## src/design/escfr_pkg.sv

```systemverilog
`timescale 1ns / 1ps
// ----------------------------------------------------------------------------
// escfr_pkg
// Codes, phases and constants of the escaped serial frame receiver.
// ----------------------------------------------------------------------------
package escfr_pkg;

    // Framing bytes and checksum seed
    localparam logic [7:0] ESC_CODE   = 8'h07;
    localparam logic [7:0] START_CODE = 8'hF0;
    localparam logic [7:0] END_CODE   = 8'h0F;
    localparam logic [7:0] SUM_INIT   = 8'd173;

    // Result kinds
    localparam logic [1:0] KIND_DATA  = 2'd0;
    localparam logic [1:0] KIND_OK    = 2'd1;
    localparam logic [1:0] KIND_ERROR = 2'd2;

    // Status codes
    localparam logic [2:0] ST_OK         = 3'd0;
    localparam logic [2:0] ST_BAD_START  = 3'd1;
    localparam logic [2:0] ST_CMD_MISS   = 3'd2;
    localparam logic [2:0] ST_TOO_LONG   = 3'd3;
    localparam logic [2:0] ST_BAD_ESCAPE = 3'd4;
    localparam logic [2:0] ST_CHECKSUM   = 3'd5;
    localparam logic [2:0] ST_BAD_END    = 3'd6;

    // Configuration register indexes
    localparam logic CFG_REQ_CMD = 1'b0;
    localparam logic CFG_MAX_LEN = 1'b1;

    // Reset value of the length limit
    localparam logic [7:0] MAX_LEN_RESET = 8'd32;

    // Result packing widths
    localparam int TDATA_W = 32;
    localparam int TUSER_W = 2;

    // Parser phases
    typedef enum logic [2:0] {
        PH_IDLE    = 3'd0,
        PH_START   = 3'd1,
        PH_CMD     = 3'd2,
        PH_LEN     = 3'd3,
        PH_DATA    = 3'd4,
        PH_SUM     = 3'd5,
        PH_END_ESC = 3'd6,
        PH_END     = 3'd7
    } t_phase;

endpackage

```

## src/design/escaped_frame_receiver_unit.sv

```systemverilog
`timescale 1ns / 1ps
// ----------------------------------------------------------------------------
// escaped_frame_receiver_unit
// Parses escaped serial reply frames one byte at a time and reports each
// data byte, a frame success with length and acknowledge, or an error code.
// ----------------------------------------------------------------------------
// Channel   Dir  Handshake          Payload
// s_axis    in   tvalid / tready    tdata[7:0] received byte
// m_axis    out  tvalid / tready    tdata: byte, index, status, length, ack
//                                   tuser: result kind
// cfg       in   wr_en              index 0 request command, 1 max length
//
// One byte is accepted every cycle unless the output stalls; each byte passes
// through the input register, then its result is held in the result register.
// The parser state advances in a single pass per byte from the input register.
// A stalled output holds the result register and, once the input register is
// also full, drops s_axis tready. Synchronous active-low reset returns the
// parser to waiting for a start escape and loads the register defaults.
// ----------------------------------------------------------------------------
module escaped_frame_receiver_unit
    import escfr_pkg::*;
#(
    parameter int COMMAND_BYTES = 2
) (
    input  logic                 i_clk,
    input  logic                 i_rst_n,
    // received byte stream; tdata: rx_byte[7:0]
    input  logic                 i_s_axis_tvalid,
    output logic                 o_s_axis_tready,
    input  logic [7:0]           i_s_axis_tdata,
    // result stream; tdata: data_byte[7:0], data_index[15:8], status[18:16],
    // frame_length[26:19], ack_req[27], zero[31:28]
    output logic                 o_m_axis_tvalid,
    input  logic                 i_m_axis_tready,
    output logic [TDATA_W-1:0]   o_m_axis_tdata,
    // tuser: kind[1:0]
    output logic [TUSER_W-1:0]   o_m_axis_tuser,
    // configuration write port
    input  logic                 i_cfg_wr_en,
    input  logic                 i_cfg_index,
    input  logic [15:0]          i_cfg_wdata
);

    localparam int CMD_W = 8 * COMMAND_BYTES;
    localparam int EXP_W = (CMD_W > 17) ? CMD_W : 17;

    // Configuration
    logic [15:0]        r_req_cmd;
    logic [7:0]         r_max_len;

    // Input register
    logic               r_in_valid;
    logic [7:0]         r_in_byte;

    // Parser state
    t_phase             r_phase,    n_phase;
    logic [7:0]         r_sum,      n_sum;
    logic [CMD_W-1:0]   r_cmd,      n_cmd;
    logic [7:0]         r_len,      n_len;
    logic [7:0]         r_cnt,      n_cnt;
    logic               r_esc,      n_esc;

    // Result register
    logic               r_out_valid;
    logic [TDATA_W-1:0] r_out_data;
    logic [TUSER_W-1:0] r_out_kind;

    // Per-byte decisions
    logic               w_proc;
    logic               w_fail;
    logic [2:0]         w_fail_code;
    logic               w_emit_data;
    logic               w_emit_done;
    logic               w_has_res;
    logic [CMD_W-1:0]   w_got;
    logic [EXP_W-1:0]   w_expect_full;
    logic [CMD_W-1:0]   w_expect;
    logic [1:0]         w_kind;
    logic [7:0]         w_dbyte;
    logic [7:0]         w_didx;
    logic [2:0]         w_status;
    logic [7:0]         w_flen;
    logic               w_ack;

    // Handshake: process when the result register is free or being emptied
    assign w_proc          = r_in_valid && (!r_out_valid || i_m_axis_tready);
    assign o_s_axis_tready = !r_in_valid || w_proc;
    assign o_m_axis_tvalid = r_out_valid;
    assign o_m_axis_tdata  = r_out_data;
    assign o_m_axis_tuser  = r_out_kind;

    // Command assembly and expected reply command
    assign w_got         = CMD_W'({r_cmd, r_in_byte});
    assign w_expect_full = EXP_W'(r_req_cmd) + EXP_W'(1);
    assign w_expect      = w_expect_full[CMD_W-1:0];

    // Next parser state
    always_comb begin
        n_phase     = r_phase;
        n_sum       = r_sum;
        n_cmd       = r_cmd;
        n_len       = r_len;
        n_cnt       = r_cnt;
        n_esc       = r_esc;
        w_fail      = 1'b0;
        w_fail_code = ST_OK;
        w_emit_data = 1'b0;
        w_emit_done = 1'b0;
        if (w_proc) begin
            unique case (r_phase)
                PH_IDLE: begin
                    if (r_in_byte != ESC_CODE) begin
                        w_fail      = 1'b1;
                        w_fail_code = ST_BAD_START;
                    end else begin
                        n_phase = PH_START;
                    end
                end
                PH_START: begin
                    if (r_in_byte != START_CODE) begin
                        w_fail      = 1'b1;
                        w_fail_code = ST_BAD_START;
                    end else begin
                        n_phase = PH_CMD;
                        n_sum   = SUM_INIT;
                        n_cmd   = '0;
                        n_cnt   = 8'd0;
                    end
                end
                PH_CMD: begin
                    n_sum = r_sum + r_in_byte;
                    n_cnt = r_cnt + 8'd1;
                    if (n_cnt < 8'(COMMAND_BYTES)) begin
                        n_cmd = w_got;
                    end else if (w_got != w_expect) begin
                        w_fail      = 1'b1;
                        w_fail_code = ST_CMD_MISS;
                    end else begin
                        n_phase = PH_LEN;
                        n_cnt   = 8'd0;
                    end
                end
                PH_LEN: begin
                    n_sum = r_sum + r_in_byte;
                    if (r_in_byte > r_max_len) begin
                        w_fail      = 1'b1;
                        w_fail_code = ST_TOO_LONG;
                    end else begin
                        n_len   = r_in_byte;
                        n_cnt   = 8'd0;
                        n_esc   = 1'b0;
                        n_phase = (r_in_byte == 8'd0) ? PH_SUM : PH_DATA;
                    end
                end
                PH_DATA: begin
                    if (r_esc && (r_in_byte != ESC_CODE)) begin
                        w_fail      = 1'b1;
                        w_fail_code = ST_BAD_ESCAPE;
                    end else if (!r_esc && (r_in_byte == ESC_CODE)) begin
                        n_esc = 1'b1;
                    end else begin
                        w_emit_data = 1'b1;
                        n_esc       = 1'b0;
                        n_sum       = r_sum + r_in_byte;
                        n_cnt       = r_cnt + 8'd1;
                        if (n_cnt >= r_len) begin
                            n_phase = PH_SUM;
                        end
                    end
                end
                PH_SUM: begin
                    if (r_in_byte != r_sum) begin
                        w_fail      = 1'b1;
                        w_fail_code = ST_CHECKSUM;
                    end else begin
                        n_phase = PH_END_ESC;
                    end
                end
                PH_END_ESC: begin
                    if (r_in_byte != ESC_CODE) begin
                        w_fail      = 1'b1;
                        w_fail_code = ST_BAD_END;
                    end else begin
                        n_phase = PH_END;
                    end
                end
                PH_END: begin
                    if (r_in_byte != END_CODE) begin
                        w_fail      = 1'b1;
                        w_fail_code = ST_BAD_END;
                    end else begin
                        w_emit_done = 1'b1;
                    end
                end
            endcase
            // Any end of frame, good or bad, returns to waiting for start
            if (w_fail || w_emit_done) begin
                n_phase = PH_IDLE;
                n_sum   = SUM_INIT;
                n_cmd   = '0;
                n_len   = 8'd0;
                n_cnt   = 8'd0;
                n_esc   = 1'b0;
            end
        end
    end

    // Result fields
    always_comb begin
        w_has_res = w_fail || w_emit_data || w_emit_done;
        w_kind    = KIND_DATA;
        w_dbyte   = 8'd0;
        w_didx    = 8'd0;
        w_status  = ST_OK;
        w_flen    = 8'd0;
        w_ack     = 1'b0;
        priority if (w_fail) begin
            w_kind   = KIND_ERROR;
            w_status = w_fail_code;
        end else if (w_emit_done) begin
            w_kind = KIND_OK;
            w_flen = r_len;
            w_ack  = 1'b1;
        end else if (w_emit_data) begin
            w_dbyte = r_in_byte;
            w_didx  = r_cnt;
        end
    end

    // Configuration registers
    always_ff @(posedge i_clk) begin
        if (!i_rst_n) begin
            r_req_cmd <= 16'd0;
            r_max_len <= MAX_LEN_RESET;
        end else if (i_cfg_wr_en) begin
            unique case (i_cfg_index)
                CFG_REQ_CMD: r_req_cmd <= i_cfg_wdata;
                CFG_MAX_LEN: r_max_len <= i_cfg_wdata[7:0];
            endcase
        end
    end

    // Input register: load on a transaction, drain when processed
    always_ff @(posedge i_clk) begin
        if (!i_rst_n) begin
            r_in_valid <= 1'b0;
        end else if (i_s_axis_tvalid && o_s_axis_tready) begin
            r_in_valid <= 1'b1;
        end else if (w_proc) begin
            r_in_valid <= 1'b0;
        end
    end

    always_ff @(posedge i_clk) begin
        if (i_s_axis_tvalid && o_s_axis_tready) begin
            r_in_byte <= i_s_axis_tdata;
        end
    end

    // Parser state registers
    always_ff @(posedge i_clk) begin
        if (!i_rst_n) begin
            r_phase <= PH_IDLE;
            r_sum   <= SUM_INIT;
            r_cmd   <= '0;
            r_len   <= 8'd0;
            r_cnt   <= 8'd0;
            r_esc   <= 1'b0;
        end else begin
            r_phase <= n_phase;
            r_sum   <= n_sum;
            r_cmd   <= n_cmd;
            r_len   <= n_len;
            r_cnt   <= n_cnt;
            r_esc   <= n_esc;
        end
    end

    // Result register: load a new result, clear once taken
    always_ff @(posedge i_clk) begin
        if (!i_rst_n) begin
            r_out_valid <= 1'b0;
        end else if (w_proc && w_has_res) begin
            r_out_valid <= 1'b1;
        end else if (i_m_axis_tready) begin
            r_out_valid <= 1'b0;
        end
    end

    always_ff @(posedge i_clk) begin
        if (w_proc && w_has_res) begin
            r_out_data <= {4'd0, w_ack, w_flen, w_status, w_didx, w_dbyte};
            r_out_kind <= w_kind;
        end
    end

`ifndef SYNTHESIS
    // A frame result always sends the parser back to waiting for start
    a_end_to_idle: assert property (@(posedge i_clk) disable iff (!i_rst_n)
        (w_fail || w_emit_done) |=> (r_phase == PH_IDLE))
        else $error("parser not idle after frame result");

    // Never overwrite a result that is stalled downstream
    a_no_overwrite: assert property (@(posedge i_clk) disable iff (!i_rst_n)
        !(w_proc && r_out_valid && !i_m_axis_tready))
        else $error("processing while result register is stalled");

    // A pending escape exists only inside the data field
    a_esc_in_data: assert property (@(posedge i_clk) disable iff (!i_rst_n)
        r_esc |-> (r_phase == PH_DATA))
        else $error("escape pending outside data phase");

    // Data index stays below the announced length
    a_cnt_bound: assert property (@(posedge i_clk) disable iff (!i_rst_n)
        (r_phase == PH_DATA) |-> (r_cnt < r_len))
        else $error("data count reached frame length in data phase");
`endif

endmodule

```

## config.mk

```make
export PLATFORM = sky130hd
export DESIGN_NAME = escaped_frame_receiver_unit
export DESIGN_NICKNAME = d
export VERILOG_FILES = /design/src/design/escfr_pkg.sv /design/src/design/escaped_frame_receiver_unit.sv
export SDC_FILE = /design/constraint.sdc
export NUM_CORES = 1
export LEC_CHECK = 0
export BUFFER_PORTS_ARGS = -buffer_cell sky130_fd_sc_hd__buf_4
export CORE_ASPECT_RATIO = 1.4
export CORE_MARGIN = 10
export CORE_UTILIZATION = 65
export CTS_BUF_LIST = sky130_fd_sc_hd__clkbuf_8
export DETAILED_ROUTE_END_ITERATION = 10
export PLACE_DENSITY = 0.9
export SLEW_MARGIN = 20
export SYNTH_ARGS = -nofsm -noshare
export SYNTH_HDL_FRONTEND = slang
export SYNTH_SLANG_ARGS = --single-unit
```

## constraint.sdc

```tcl
create_clock -name i_clk -period 10.45 [get_ports i_clk]
set_input_delay 0.5225 -clock i_clk [delete_from_list [all_inputs] [get_ports i_clk]]
set_output_delay 0.5225 -clock i_clk [all_outputs]
set_load 0.02 [all_outputs]
```

==> results.cfg <==
[outcome]
status = finished, final reports clean

[placement]
hpwl_um = 10500
place.gp.congestion = 0.961
io_buffers = 61

[die]
core_area_um2 = 8200
rows = 39
die_w_um = 97.6
die_area_um2 = 12500
ioPinCount = 66
die_h_um = 129
start_util = 0.668

[synth]
yosysWarnings = 0
ys_ff_latch = 99
synth_area_per_cell_um2 = 9.34
synth_async_sr_flop_share = 0
synth_simple_gate_area_frac = 0.214
ys_seq_area_frac = 0.430
synthesis.instances = 586
synth_ff_type = dfxtp_1
synth.distinct_cells = 67
synth-compound-area-share = 0.187
synth-xor-area-share = 0.0448
synth_top_family_by_area = simple AND/OR/NAND/NOR gates
synth.cell_area_um2 = 5470
synthAdderAreaFrac = 0.0654
synth_edf_count = 37
synthMuxAreaShare = 0.00960

[routing]
drt-total-wl_um = 14000
first_pass_iters = 5
drc = 0
antenna_left = 0
dr_total_vias = 4768
drtIter0Drc = 364
vias_per_cell = 6.49
wl_per_cell_um = 19.1

[sta]
setup_viol = 0
finalSetupTns_ps = 0
slew_violations = 0
timing.final.crit_share = 0.371
clock_skew_ps = 6.66
worst_pin_slew_ps = 1000
relSlewSlack = 0.328
period_minus_slack_ps = 3880
rsz0062_at_grt = no
hold_violations = 0
max_freq_mhz = 258

[clock_tree]
cts_buffers = 9
cts_tree = yes
worstSkewPairLatency_ps = 380
cts_buffer_depth = 2
postCtsSetupBuffers = 0
root_buffer = clkbuf_8
h-tree-depth = 3
path_clk_slew_ps = 100
cts_sinks = 99
post_cts_resized = 0
hold_buffers = 0

[worst_setup_path]
r2r_end = r_sum[5]$_SDFFE_PN1P_
path_cells = nor4_1 -> nand2_1 -> nor2_1 -> inv_1 -> ha_1 -> mux2i_1 -> o2bb2ai_1 -> a21boi_1 -> nand2_1 -> o31ai_1 -> nand2_1 -> a2bb2oi_1
critPathArrivalTime_ps = 4140
endpoint_kind = register
cp_slowest_cell = o31ai_1
crit_required_ps = 10710
crit_top_cell = nand2_1
cp_max_fo = 9
crit_buf_inv = 1
reg2reg_from = r_in_byte[5]$_DFFE_PP_
ff2ff_setup_slack_ps = 6570
cpPeakStageDelay_ps = 860
worst_setup_path_start_kind = register
worstSetupPathType = register to register
rr_worst_depth = 12
cp_top_family = compound AO/OA/AOI/OAI gates

[global_routing]
track_usage = 0.221
grt_pass1_wl_um = 23000
overflow = 0
grt_antenna_before_repair = 0
grt_pass1_vias = 4818
grt_max_degree = 30

[power]
totalPowerFinal_mw = 0.740
powerDensity_nw_per_um2 = 121
vdd_drop_max_uv = 109
leakage_nw = 2.35

[final_layout]
area_growth_syn_to_layout_pct = 11.6
mostFrequentLayoutCell = nand2_1
n_fill_cell = 611
diodes = 0
multi_input_comb_area_um2 = 2870
final_nets = 686
final_cell_mix = 72 x nand2_1, 63 x buf_4, 62 x dfxtp_1, 37 x edfxtp_1, 35 x a21oi_1
regArea_um2 = 2350
drive_above_1_share = 0.155

[min_path]
holdPathStages = 1
min_path_type = primary input to register
hp-start = i_s_axis_tdata[1]
hold-path-endpoint = r_in_byte[1]$_DFFE_PP_

[flow_run]
cap_viol_max_count = 0
per-layer routing:
layer  GRT usage  vias up  wire [um]
li1            -     2211          -
met1       0.235     2256       5370
met2       0.386      235       7090
met3      0.0370       66        779
met4       0.165        0        767
met5           0        -          0
synthesized netlist by cell type, types with 7 or more instances:
master    number  area share
a21oi_1       35       0.032
a211oi_1       7      0.0096
inv_1         26       0.018
ha_1          27       0.062
edfxtp_1      37        0.20
o21ai_0       21       0.019
xnor2_1       17       0.027
a22o_1        24       0.038
nor2b_1        9       0.010
nor2_1        28       0.019
a21o_1         8       0.011
nand2_1       72       0.049
clkbuf_1      23       0.016
nand3_1       24       0.022
dfxtp_1       62        0.23
and3_1         7      0.0080
and2_1        20       0.023
nor3_1        15       0.014
nor4_1         9       0.010
xor2_1        11       0.018
layout make-up:
| cell class | instances | share of cell area |
|---|---|---|
| clock inverters | 7 | 0.0100 |
| inverters | 27 | 0.0166 |
| multi-input cells | 428 | 0.470 |
| repair buffers | 63 | 0.0774 |
| clock buffers | 9 | 0.0203 |
| flip-flops and latches | 99 | 0.385 |
| well taps | 102 | 0.0209 |
metrics by stage:
step	utilization	hold WS, ps	setup slack (ps)	instance area [um2]	std cells
after floorplan	-	436	6680	5490	589
after CTS	0.745	303	6660	6110	735
after global placement	0.723	447	6860	5930	719
after global routing	0.745	303	6280	6110	735
after detailed placement	0.723	454	6660	5930	719
final	0.745	317	6570	6110	735
worst max-delay path by stage:
stage,from,end,depth (start not counted)
detailed placement,r_in_byte[5]$_DFFE_PP_,r_sum[5]$_SDFFE_PN1P_,12
finish,r_in_byte[5]$_DFFE_PP_,r_sum[5]$_SDFFE_PN1P_,12
floorplan,r_in_byte[5]$_DFFE_PP_,o_m_axis_tdata[0]$_SDFFCE_PP0P_,8
global placement,r_in_byte[5]$_DFFE_PP_,r_sum[0]$_SDFFE_PN1P_,12
global route,r_in_byte[5]$_DFFE_PP_,r_sum[5]$_SDFFE_PN1P_,12
CTS,r_in_byte[5]$_DFFE_PP_,r_sum[5]$_SDFFE_PN1P_,12
power breakdown:
| part | switching [mW] | internal, mW | total, mW | leakage (nW) |
|---|---|---|---|---|
| clock network | 0.143 | 0.0910 | 0.234 | 0.0936 |
| logic | 0.0483 | 0.0337 | 0.0819 | 1.39 |
| registers | 0.0131 | 0.411 | 0.424 | 0.863 |
| total | 0.204 | 0.536 | 0.740 | 2.35 |
flip-flops by register name, summed over array words and instances, names as in the netlist:
name             count
r_max_len            8
r_sum                8
r_cnt                8
r_phase              3
r_in_byte            8
o_m_axis_tvalid      1
r_req_cmd           16
r_len                8
o_m_axis_tdata      27
o_m_axis_tuser       2
r_in_valid           1
r_esc                1
r_cmd                8
cells by family (layout without fill, tap and decap cells):
| family | after synthesis | in the layout |
|---|---|---|
| fa+ha+maj | 28 | 28 |
| compound gates | 143 | 143 |
| buf+inv | 62 | 106 |
| simple gates | 220 | 220 |
| other cells | 1 | 4 |
| flops | 99 | 99 |
| mux | 5 | 5 |
| xor+xnor | 28 | 28 |
(Power assumes the default switching activity.)
